## config.mk

```make
export PLATFORM = sky130hd
export DESIGN_NAME = stepped_voltage_protocol_sequencer_flat
export DESIGN_NICKNAME = d
export VERILOG_FILES = /design/src/svps_pkg.sv /design/src/svps_in_if.sv /design/src/svps_out_if.sv /design/src/svps_ram.sv /design/src/stepped_voltage_protocol_sequencer.sv /design/src/flat_wrapper.sv
export SDC_FILE = /design/constraint.sdc
export NUM_CORES = 2
export LEC_CHECK = 0
export BUFFER_PORTS_ARGS = -buffer_cell sky130_fd_sc_hd__buf_4
export CAP_MARGIN = 10
export CORE_MARGIN = 1
export CORE_UTILIZATION = 50
export CTS_BUF_LIST = sky130_fd_sc_hd__clkbuf_8
export DETAILED_ROUTE_END_ITERATION = 10
export GPL_TIMING_DRIVEN = 0
export PLACE_DENSITY = 0.66
export SLEW_MARGIN = 10
export SYNTH_ARGS = -nofsm -noshare
export SYNTH_HDL_FRONTEND = slang
export SYNTH_SLANG_ARGS = --single-unit
```

## constraint.sdc

```tcl
create_clock -name clk -period 7.3 [get_ports clk]
set_clock_uncertainty 0.05 [all_clocks]
set_input_delay 1.095 -clock clk [delete_from_list [all_inputs] [get_ports clk]]
set_output_delay 1.095 -clock clk [all_outputs]
set_load 0.05 [all_outputs]
```

## src/svps_pkg.sv

```systemverilog
package svps_pkg;

	localparam int MAX_STAGES_DEF   = 16;
	localparam int VOLTAGE_BITS_DEF = 16;

	localparam int KIND_W   = 2;
	localparam int DUR_W    = 16;
	localparam int IDX_W    = 16;
	localparam int STATUS_W = 4;
	localparam int TIME_W   = 20;
	localparam int COUNT_W  = 17;

	localparam logic [TIME_W-1:0]  TIME_MAX  = {TIME_W{1'b1}};
	localparam logic [COUNT_W-1:0] COUNT_MAX = {COUNT_W{1'b1}};

	localparam logic [KIND_W-1:0] KIND_CONST   = 2'd0;
	localparam logic [KIND_W-1:0] KIND_STEPPED = 2'd1;
	localparam logic [KIND_W-1:0] KIND_EMIT    = 2'd2;
	// The fourth code of the kind field has no meaning; the block drops such items.
	localparam logic [KIND_W-1:0] KIND_UNUSED  = 2'd3;

	localparam logic [STATUS_W-1:0] ST_OK        = 4'd0;
	localparam logic [STATUS_W-1:0] ST_BAD_DUR   = 4'd1;
	localparam logic [STATUS_W-1:0] ST_ZERO_STEP = 4'd2;
	localparam logic [STATUS_W-1:0] ST_BAD_SIGN  = 4'd3;
	localparam logic [STATUS_W-1:0] ST_SECOND    = 4'd4;
	localparam logic [STATUS_W-1:0] ST_FULL      = 4'd5;
	localparam logic [STATUS_W-1:0] ST_EMPTY     = 4'd6;
	localparam logic [STATUS_W-1:0] ST_BAD_SWEEP = 4'd7;
	localparam logic [STATUS_W-1:0] ST_SATURATED = 4'd8;

endpackage

```

## src/svps_in_if.sv

```systemverilog
interface svps_in_if import svps_pkg::*; #(
	parameter int VOLTAGE_BITS = VOLTAGE_BITS_DEF
) ();
	logic                           valid;
	logic                           ready;
	logic [KIND_W-1:0]              kind;
	logic signed [VOLTAGE_BITS-1:0] start_level;
	logic signed [VOLTAGE_BITS-1:0] stop_level;
	logic signed [VOLTAGE_BITS-1:0] step_level;
	logic [DUR_W-1:0]               duration;
	logic [IDX_W-1:0]               sweep_index;

	modport source (output valid, kind, start_level, stop_level, step_level,
		duration, sweep_index, input ready);
	modport sink (input valid, kind, start_level, stop_level, step_level,
		duration, sweep_index, output ready);
endinterface

```

## src/svps_out_if.sv

```systemverilog
interface svps_out_if import svps_pkg::*; #(
	parameter int VOLTAGE_BITS = VOLTAGE_BITS_DEF
) ();
	logic                           valid;
	logic                           ready;
	logic [STATUS_W-1:0]            status;
	logic [TIME_W-1:0]              pair_time;
	logic signed [VOLTAGE_BITS-1:0] pair_voltage;
	logic [COUNT_W-1:0]             sweep_total;
	logic                           last;

	modport source (output valid, status, pair_time, pair_voltage, sweep_total, last,
		input ready);
	modport sink (input valid, status, pair_time, pair_voltage, sweep_total, last,
		output ready);
endinterface

```

## src/svps_ram.sv

```systemverilog
module svps_ram #(
	parameter int WIDTH = 48,
	parameter int DEPTH = 16,
	localparam int AW = (DEPTH > 1) ? $clog2(DEPTH) : 1
) (
	input  logic             clk,
	input  logic             we,
	input  logic [AW-1:0]    waddr,
	input  logic [WIDTH-1:0] wdata,
	input  logic             re,
	input  logic [AW-1:0]    raddr,
	output logic [WIDTH-1:0] rdata
);
	logic [WIDTH-1:0] mem [DEPTH];

	always_ff @(posedge clk) begin
		if (we) begin
			mem[waddr] <= wdata;
		end
		if (re) begin
			rdata <= mem[raddr];
		end
	end
endmodule

```

## src/stepped_voltage_protocol_sequencer.sv

```systemverilog
// Stepped voltage protocol sequencer.
// Items arrive on cmd and results leave on res, both valid/ready channels.
// A constant or stepped add item gives one status result. A constant add, a
// rejected add and every emit error go into the result register when accepted.
// An accepted stepped add runs the sweep count divider, one quotient bit per cycle,
// and loads its result once the divider is done and the result register is free.
// An emit item walks the stage memory, one read per cycle unless res stalls,
// and gives stage_count + 1 pairs; each read passes the s1 and s2 registers before
// the result register, and one pair follows each cycle unless res stalls.
// The block takes one item at a time: cmd.ready is high only when no item is in
// work and the result register is free or being read.
// When res stalls, the whole read pipeline freezes with the stage memory read port,
// and nothing is lost. Reset empties the table, clears the stepped flag and sets the
// sweep count to one; the stage memory itself is not cleared, since only entries
// below the stage count are ever used.
module stepped_voltage_protocol_sequencer import svps_pkg::*; #(
	parameter int MAX_STAGES   = MAX_STAGES_DEF,
	parameter int VOLTAGE_BITS = VOLTAGE_BITS_DEF
) (
	input  logic       clk,
	input  logic       arst_n,
	svps_in_if.sink    cmd,
	svps_out_if.source res
);
	localparam int VB  = VOLTAGE_BITS;
	localparam int AW  = (MAX_STAGES > 1) ? $clog2(MAX_STAGES) : 1;
	localparam int CW  = $clog2(MAX_STAGES + 1);
	localparam int RW  = 2 * VB + DUR_W;
	localparam int PW  = VB + IDX_W + 1;
	localparam int SW  = PW + 1;
	localparam int DCW = $clog2(VB + 1);
	localparam int NW  = (VB + 1 > COUNT_W) ? VB + 1 : COUNT_W;

	localparam logic signed [SW-1:0] VMAX = SW'((64'd1 << (VB - 1)) - 64'd1);
	localparam logic signed [SW-1:0] VMIN = -VMAX - SW'(1);

	localparam logic [1:0] S_IDLE = 2'd0;
	localparam logic [1:0] S_EMIT = 2'd1;
	localparam logic [1:0] S_DIV  = 2'd2;
	localparam logic [1:0] S_FIN  = 2'd3;

	logic [1:0]         state_q;
	logic [CW-1:0]      count_q;
	logic               stepped_q;
	logic [COUNT_W-1:0] sweep_q;

	logic               walk_q;
	logic [CW-1:0]      ptr_q;
	logic [TIME_W-1:0]  acc_q;
	logic [IDX_W-1:0]   idx_q;

	logic               valid_s1, close_s1, last_s1;
	logic               valid_s2, last_s2;
	logic [TIME_W-1:0]  time_s2;
	logic signed [VB-1:0] start_s2;
	logic signed [PW-1:0] prod_s2;

	logic [VB-1:0]      rem_q, quo_q, div_q;
	logic [DCW-1:0]     dcnt_q;

	logic                 out_valid_q;
	logic [STATUS_W-1:0]  out_status_q;
	logic [TIME_W-1:0]    out_time_q;
	logic signed [VB-1:0] out_volt_q;
	logic [COUNT_W-1:0]   out_total_q;
	logic                 out_last_q;

	logic advance, accept;
	assign advance = !out_valid_q || res.ready;
	assign cmd.ready = arst_n && (state_q == S_IDLE) && advance;
	assign accept = cmd.valid && cmd.ready;

	// Add checks.
	logic               full;
	logic [STATUS_W-1:0] const_status, step_status;
	logic signed [VB:0] diff;
	logic [VB:0]        diff_abs;
	logic [VB:0]        step_abs;
	always_comb begin
		full = (count_q >= CW'(MAX_STAGES));
		diff = $signed({cmd.stop_level[VB-1], cmd.stop_level})
			- $signed({cmd.start_level[VB-1], cmd.start_level});
		diff_abs = diff[VB] ? (VB+1)'(-diff) : diff;
		step_abs = cmd.step_level[VB-1]
			? (VB+1)'(-$signed({cmd.step_level[VB-1], cmd.step_level}))
			: {1'b0, cmd.step_level};
		if (cmd.duration == '0) begin
			const_status = ST_BAD_DUR;
		end else if (full) begin
			const_status = ST_FULL;
		end else begin
			const_status = ST_OK;
		end
		if (stepped_q) begin
			step_status = ST_SECOND;
		end else if (cmd.duration == '0) begin
			step_status = ST_BAD_DUR;
		end else if (cmd.step_level == '0) begin
			step_status = ST_ZERO_STEP;
		end else if ((cmd.stop_level < cmd.start_level && !cmd.step_level[VB-1])
			|| (cmd.stop_level > cmd.start_level && cmd.step_level[VB-1])) begin
			step_status = ST_BAD_SIGN;
		end else if (full) begin
			step_status = ST_FULL;
		end else begin
			step_status = ST_OK;
		end
	end

	logic step_ok;
	assign step_ok = (cmd.kind == KIND_STEPPED) && (step_status == ST_OK);

	// Stage memory.
	logic            ram_we;
	logic [RW-1:0]   ram_wdata, ram_rdata;
	logic [AW-1:0]   ram_raddr;
	logic            is_close;
	always_comb begin
		ram_we = accept && ((cmd.kind == KIND_CONST && const_status == ST_OK)
			|| (cmd.kind == KIND_STEPPED && step_status == ST_OK));
		ram_wdata = {cmd.start_level,
			(cmd.kind == KIND_STEPPED) ? cmd.step_level : {VB{1'b0}}, cmd.duration};
		is_close = (ptr_q == count_q);
		ram_raddr = is_close ? AW'(count_q - CW'(1)) : AW'(ptr_q);
	end

	svps_ram #(.WIDTH(RW), .DEPTH(MAX_STAGES)) u_ram (
		.clk   (clk),
		.we    (ram_we),
		.waddr (AW'(count_q)),
		.wdata (ram_wdata),
		.re    (advance),
		.raddr (ram_raddr),
		.rdata (ram_rdata)
	);

	logic signed [VB-1:0] rd_start, rd_inc;
	logic [DUR_W-1:0]     rd_len;
	logic [TIME_W:0]      acc_sum;
	assign rd_start = ram_rdata[RW-1 -: VB];
	assign rd_inc   = ram_rdata[DUR_W +: VB];
	assign rd_len   = ram_rdata[DUR_W-1:0];
	assign acc_sum  = {1'b0, acc_q} + (TIME_W+1)'(rd_len);

	// Voltage add and saturation at the output.
	logic signed [SW-1:0]  vsum;
	logic signed [VB-1:0]  vsat;
	logic [STATUS_W-1:0]   vstatus;
	always_comb begin
		vsum = $signed({{(SW-VB){start_s2[VB-1]}}, start_s2})
			+ $signed({prod_s2[PW-1], prod_s2});
		if (vsum > VMAX) begin
			vsat = VMAX[VB-1:0];
			vstatus = ST_SATURATED;
		end else if (vsum < VMIN) begin
			vsat = VMIN[VB-1:0];
			vstatus = ST_SATURATED;
		end else begin
			vsat = vsum[VB-1:0];
			vstatus = ST_OK;
		end
	end

	// Divider step and sweep count.
	logic [VB:0]        trial;
	logic               fits;
	logic [NW-1:0]      n_ext;
	logic [COUNT_W-1:0] n_sat;
	always_comb begin
		trial = {rem_q, quo_q[VB-1]};
		fits = (trial >= {1'b0, div_q});
		n_ext = NW'(quo_q) + NW'(1);
		n_sat = (n_ext > NW'(COUNT_MAX)) ? COUNT_MAX : n_ext[COUNT_W-1:0];
	end

	logic emit_start;
	assign emit_start = accept && cmd.kind == KIND_EMIT && count_q != '0
		&& COUNT_W'(cmd.sweep_index) < sweep_q;

	// The result register takes a new item in the same cycle as it hands one over.
	logic out_load;
	always_comb begin
		case (state_q)
			S_IDLE: begin
				out_load = accept && !emit_start && !step_ok && cmd.kind != KIND_UNUSED;
			end
			S_EMIT: begin
				out_load = advance && valid_s2;
			end
			S_FIN: begin
				out_load = advance;
			end
			default: begin
				out_load = 1'b0;
			end
		endcase
	end

	always_ff @(posedge clk or negedge arst_n) begin
		if (!arst_n) begin
			state_q     <= S_IDLE;
			count_q     <= '0;
			stepped_q   <= 1'b0;
			sweep_q     <= COUNT_W'(1);
			walk_q      <= 1'b0;
			valid_s1    <= 1'b0;
			valid_s2    <= 1'b0;
			out_valid_q <= 1'b0;
			dcnt_q      <= '0;
		end else begin
			if (ram_we) begin
				count_q <= count_q + CW'(1);
			end
			if (advance) begin
				valid_s1 <= walk_q;
				valid_s2 <= valid_s1;
			end
			if (advance && walk_q && is_close) begin
				walk_q <= 1'b0;
			end
			if (out_load) begin
				out_valid_q <= 1'b1;
			end else if (res.ready) begin
				out_valid_q <= 1'b0;
			end
			case (state_q)
				S_IDLE: begin
					if (accept) begin
						if (emit_start) begin
							walk_q  <= 1'b1;
							state_q <= S_EMIT;
						end else if (step_ok) begin
							stepped_q <= 1'b1;
							dcnt_q    <= '0;
							state_q   <= S_DIV;
						end
					end
				end
				S_EMIT: begin
					if (advance && valid_s2 && last_s2) begin
						state_q <= S_IDLE;
					end
				end
				S_DIV: begin
					dcnt_q <= dcnt_q + DCW'(1);
					if (dcnt_q == DCW'(VB - 1)) begin
						state_q <= S_FIN;
					end
				end
				S_FIN: begin
					if (advance) begin
						sweep_q <= n_sat;
						state_q <= S_IDLE;
					end
				end
				default: begin
					state_q <= S_IDLE;
				end
			endcase
		end
	end

	always_ff @(posedge clk) begin
		if (emit_start) begin
			ptr_q <= '0;
			acc_q <= '0;
			idx_q <= cmd.sweep_index;
		end
		if (advance && walk_q) begin
			ptr_q    <= ptr_q + CW'(1);
			close_s1 <= is_close;
			last_s1  <= is_close;
		end
		if (advance && valid_s1) begin
			time_s2  <= acc_q;
			start_s2 <= rd_start;
			prod_s2  <= PW'(rd_inc * $signed({1'b0, idx_q}));
			last_s2  <= last_s1;
			if (!close_s1) begin
				acc_q <= acc_sum[TIME_W] ? TIME_MAX : acc_sum[TIME_W-1:0];
			end
		end
		if (accept && cmd.kind == KIND_STEPPED) begin
			rem_q <= '0;
			quo_q <= diff_abs[VB-1:0];
			div_q <= step_abs[VB-1:0];
		end else if (state_q == S_DIV) begin
			rem_q <= fits ? VB'(trial - {1'b0, div_q}) : trial[VB-1:0];
			quo_q <= {quo_q[VB-2:0], fits};
		end
		if (state_q == S_IDLE && accept) begin
			out_status_q <= (cmd.kind == KIND_CONST) ? const_status
				: (cmd.kind == KIND_STEPPED) ? step_status
				: (count_q == '0) ? ST_EMPTY : ST_BAD_SWEEP;
			out_time_q  <= '0;
			out_volt_q  <= '0;
			out_total_q <= sweep_q;
			out_last_q  <= 1'b1;
		end else if (state_q == S_EMIT && advance && valid_s2) begin
			out_status_q <= vstatus;
			out_time_q   <= time_s2;
			out_volt_q   <= vsat;
			out_total_q  <= sweep_q;
			out_last_q   <= last_s2;
		end else if (state_q == S_FIN && advance) begin
			out_status_q <= ST_OK;
			out_time_q   <= '0;
			out_volt_q   <= '0;
			out_total_q  <= n_sat;
			out_last_q   <= 1'b1;
		end
	end

	assign res.valid        = out_valid_q;
	assign res.status       = out_status_q;
	assign res.pair_time    = out_time_q;
	assign res.pair_voltage = out_volt_q;
	assign res.sweep_total  = out_total_q;
	assign res.last         = out_last_q;
endmodule

```

## src/flat_wrapper.sv

```systemverilog
// flat-port wrapper written by rule: the top's interface ports become plain ports
module stepped_voltage_protocol_sequencer_flat import svps_pkg::*;
#(
	parameter int MAX_STAGES   = MAX_STAGES_DEF,
	parameter int VOLTAGE_BITS = VOLTAGE_BITS_DEF
)
  (clk, arst_n, cmd_valid, cmd_kind, cmd_start_level, cmd_stop_level, cmd_step_level, cmd_duration, cmd_sweep_index, cmd_ready, res_valid, res_status, res_pair_time, res_pair_voltage, res_sweep_total, res_last, res_ready);
  svps_in_if #(.VOLTAGE_BITS(VOLTAGE_BITS)) cmd_i ();
  svps_out_if #(.VOLTAGE_BITS(VOLTAGE_BITS)) res_i ();
  input  logic clk;
  input  logic arst_n;
  input wire logic [$bits(cmd_i.valid)-1:0] cmd_valid;
  input wire logic [$bits(cmd_i.kind)-1:0] cmd_kind;
  input wire logic [$bits(cmd_i.start_level)-1:0] cmd_start_level;
  input wire logic [$bits(cmd_i.stop_level)-1:0] cmd_stop_level;
  input wire logic [$bits(cmd_i.step_level)-1:0] cmd_step_level;
  input wire logic [$bits(cmd_i.duration)-1:0] cmd_duration;
  input wire logic [$bits(cmd_i.sweep_index)-1:0] cmd_sweep_index;
  output wire logic [$bits(cmd_i.ready)-1:0] cmd_ready;
  output wire logic [$bits(res_i.valid)-1:0] res_valid;
  output wire logic [$bits(res_i.status)-1:0] res_status;
  output wire logic [$bits(res_i.pair_time)-1:0] res_pair_time;
  output wire logic [$bits(res_i.pair_voltage)-1:0] res_pair_voltage;
  output wire logic [$bits(res_i.sweep_total)-1:0] res_sweep_total;
  output wire logic [$bits(res_i.last)-1:0] res_last;
  input wire logic [$bits(res_i.ready)-1:0] res_ready;
  assign cmd_i.valid = cmd_valid;
  assign cmd_i.kind = cmd_kind;
  assign cmd_i.start_level = cmd_start_level;
  assign cmd_i.stop_level = cmd_stop_level;
  assign cmd_i.step_level = cmd_step_level;
  assign cmd_i.duration = cmd_duration;
  assign cmd_i.sweep_index = cmd_sweep_index;
  assign cmd_ready = cmd_i.ready;
  assign res_valid = res_i.valid;
  assign res_status = res_i.status;
  assign res_pair_time = res_i.pair_time;
  assign res_pair_voltage = res_i.pair_voltage;
  assign res_sweep_total = res_i.sweep_total;
  assign res_last = res_i.last;
  assign res_i.ready = res_ready;
  stepped_voltage_protocol_sequencer #(.MAX_STAGES(MAX_STAGES), .VOLTAGE_BITS(VOLTAGE_BITS)) u_core (.clk(clk), .arst_n(arst_n), .cmd(cmd_i), .res(res_i));
endmodule
```

==> summary.md <==
| Metric | Value |
|---|---|
| Status | `completed` |
| Worst setup SP type | `flop` |
| Synthesized Nets | `a little over 5000` |
| Crit-path max FO | `10` |
| CP max-delay cell | `fa_1` |
| Final Max Slew Viols | `0` |
| Most common cell after layout, fill and taps aside | `edfxtp_1` |
| Total core area | `0.109 mm^2` |
| CTS Hold Bufs | `0` |
| DP HPWL | `~110 mm` |
| Initial antenna violation count | `8` |
| Die area | `0.111 mm^2` |
| Nets | `about 5500` |
| Post-synth EDFFs | `961` |
| Initial drt markers | `3778` |
| Htree depth | `4` |
| CTS Buffer Depth | `3` |
| Endpoints failing setup | `0` |
| First-pass GRT wire length | `223 mm` |
| Max-cap viol count | `0` |
| Most frequent cells in the layout | `961 x edfxtp_1, 665 x nand2_1, 428 x inv_1, 324 x and2_1, 255 x a211oi_1` |
| Gr usage total | `a little over a quarter` |
| Buffers on Ports | `~150` |
| Uppermost layer routed | `met5` |
| WL met1 | `about 60 mm` |
| DRT Pass-1 Iters | `6` |
| Post-route ant nets | `0` |
| Final Hold Vio Count | `0` |
| Finished Layout Cells | `between 6000 and 7000` |
| Initial Util | `between 50% and 60%` |
| # rows | `between 100 and 150` |
| Total number of vias | `about 38000` |
| Sink Count | `about 1100` |
| Via-to-Cell Ratio | `5.77` |
| Rel. slew slack | `~14%` |
| Register area share after synthesis | `between 50% and 60%` |
| Ys async rst share | `around 3.2%` |
| Yosys top cell area share | `52.6%` |
| Yosys top cell by area | `edfxtp_1` |
| CP Capture Type | `flop` |
| Netlist cell types | `84` |
| WL met3 | `roughly 11 mm` |
| Synth warn | `0` |
| CTS tree | `yes` |
| Placer congestion estimate | `0.894` |
| Wire length per cell | `between 20 and 25 um` |
| Die Y | `333 um` |
| Main synth FF type | `edfxtp_1` |
| Setup CP Type | `flop to flop` |
| CP required | `7.83 ns` |
| Most frequent CP cell | `fa_1` |
| Post-Place Cells | `between 6000 and 7000` |
| CTS Root Cell | `clkbuf_8` |
| Synth-to-Final Area Change | `13.3%` |
| Remaining DRCs | `0` |
| Worst Path Buf+Inv | `6` |
| CP max stage delay | `around 0.55 ns` |
| Critical path's top delay family | `adder cells` |
| FF+latch count, synth | `roughly 1100` |
| Clock insertion delay at the later pin of the skew report | `between 0.8 and 0.9 ns` |
| Worst-path clk slew | `roughly 0.080 ns` |
| Synth Instances | `4573` |
| Highest clock rate | `between 100 and 150 MHz` |
| Io pins | `around 150` |
| Fin crit share | `a little over nine tenths` |
| WL met2 | `around 73 mm` |
| Mapped Avg Cell Area | `between 10 and 15 um^2` |
| Fill cell count | `roughly 9000` |
| Number of buffers created by CTS | `~170` |
| Hold Slack | `around 0.14 ns` |
| Worst-margin pin slew | `around 1.3 ns` |
| Min cycle time layout | `approximately 7 ns` |
| Die Wd | `around 330 um` |
| DRT Wirelength | `roughly 150 mm` |
| Layout cell share with drive strength beyond 1 | `under 10%` |
| Mapped Area | `approximately 0.055 mm^2` |
| Hold crit path type | `input port to asynchronous set/reset pin` |
| Vias in the first global route | `37000` |
| Pin count of the biggest net entering global routing | `49` |
| Grt ovf | `0` |
| Main area contributors after synthesis | `edfxtp_1 53%, fa_1 7.2%, ha_1 5.2%` |
| RSZ-0062 raised after global routing | `false` |
| Crit path DAT | `between 7 and 8 ns` |
[worst paths after layout]
| kind | depth (start not counted) | from | slack [ns] | end |
|---|---|---|---|---|
| setup reg to reg | 25 | u_core.u_ram.rdata[24]$_DFFE_PN_ | 0.28 | u_core.prod_s2[31]$_DFFE_PP_ |
| max in group asynchronous | 1 | arst_n | 6.70 | u_core.count_q[1]$_DFFE_PN0P_ |
| hold / removal | 1 | arst_n | 0.14 | u_core.walk_q$_DFF_PN0_ |
| setup / recovery | 25 | u_core.u_ram.rdata[24]$_DFFE_PN_ | 0.28 | u_core.prod_s2[31]$_DFFE_PP_ |
| hold reg to reg | 0 | u_core.u_ram.rdata[41]$_DFFE_PN_ | 0.37 | u_core.start_s2[9]$_DFFE_PP_ |
| min in group clk | 0 | u_core.u_ram.rdata[41]$_DFFE_PN_ | 0.37 | u_core.start_s2[9]$_DFFE_PP_ |
[per-layer routing]
layer	global-route usage (%)	vias up
li1	-	17300
met1	34.5	18500
met2	44.6	1466
met3	4.87	285
met4	10.7	8
met5	0	-
[layout make-up]
class,count,area [um^2],share of cell area (%)
clock inverters,138,779,1.25
flip-flops and latches,1068,31200,50.2
well taps,1414,1770,2.85
diodes,6,15.0,0.0242
plain buffers,237,946,1.52
clock buffers,173,2380,3.83
repair buffers,215,2140,3.45
inverters,353,1330,2.14
multi-input cells,2914,21600,34.8
[flip-flops by register name (all words and copies together), names as in the netlist, 2 cells and up]
signal / count
u_core.res.pair_voltage: 16
u_core.quo_q: 16
u_core.acc_q: 20
u_core.count_q: 5
u_core.sweep_q: 17
u_core.ptr_q: 5
u_core.u_ram.mem: 768
u_core.dcnt_q: 5
u_core.time_s2: 20
u_core.u_ram.rdata: 48
u_core.idx_q: 16
u_core.state_q: 2
u_core.div_q: 16
u_core.res.pair_time: 20
u_core.res.status: 4
u_core.prod_s2: 33
u_core.res.sweep_total: 17
u_core.rem_q: 16
u_core.start_s2: 16
[through the flow]
| step | TNS [ns] | instance area [um^2] | utilization (%) | setup slack (ns) |
|---|---|---|---|---|
| 2_1_floorplan | 0 | 54800 | - | 0.884 |
| 3_3_place_gp | -1481.19 | 57700 | 53.1 | -2.23 |
| 3_5_place_dp | -0.416 | 58700 | 54.0 | -0.217 |
| 4_1_cts | 0 | 61900 | 56.9 | 0.0143 |
| 5_1_grt | 0 | 62100 | 57.2 | 0.00369 |
| 6_report | 0 | 62100 | 57.2 | 0.278 |
[logic make-up after synthesis]
group                    count (synthesis)  synth area share (%)
multiplexers                            21                 0.383
AO/OA/AOI/OAI                         1001                  12.5
adder cells (fa/ha/maj)                427                  12.5
XOR/XNOR                               142                  2.27
flip-flops                            1068                  56.9
AND/OR/NAND/NOR                       1323                  11.5
buffers and inverters                  591                  4.06
[worst reg2reg max path, delay by kind of cell (launching register included)]
kind | cells | cell delay, ns
adders and majority gates | 7 | 3.48
AOI/OAI and AO/OA | 6 | 1.28
and+or+nand+nor | 5 | 0.65
buffers and inverters | 6 | 0.55
DFF | 1 | 0.51
muxes | 1 | 0.20
[cells in the mapped netlist, types with 21 or more instances]
master    count
xnor2_1      92
inv_1       353
a31oi_1     108
a21o_1       32
and2_1      324
mux2i_1      21
clkbuf_1    231
nand3_1      38
o21ai_0     126
nand2b_1     30
dfxtp_1      73
dfrtp_1      33
fa_1        198
a21oi_1     222
edfxtp_1    961
ha_1        229
and3_1       22
a211oi_1    256
a311oi_1     97
nor3_1       41
xor2_1       50
nand2_1     665
nor2_1      109
a22o_1       26
[what timing repair did]
action / in CTS / in global routing
pin swaps: 0 / 1
resized for setup: 19 / 41
buffers inserted: 0 / 27
setup endpoints to repair: 3 / 5
Power is not shown: default switching activity piles up to over one toggle a cycle in this logic, so the estimate is an artifact.
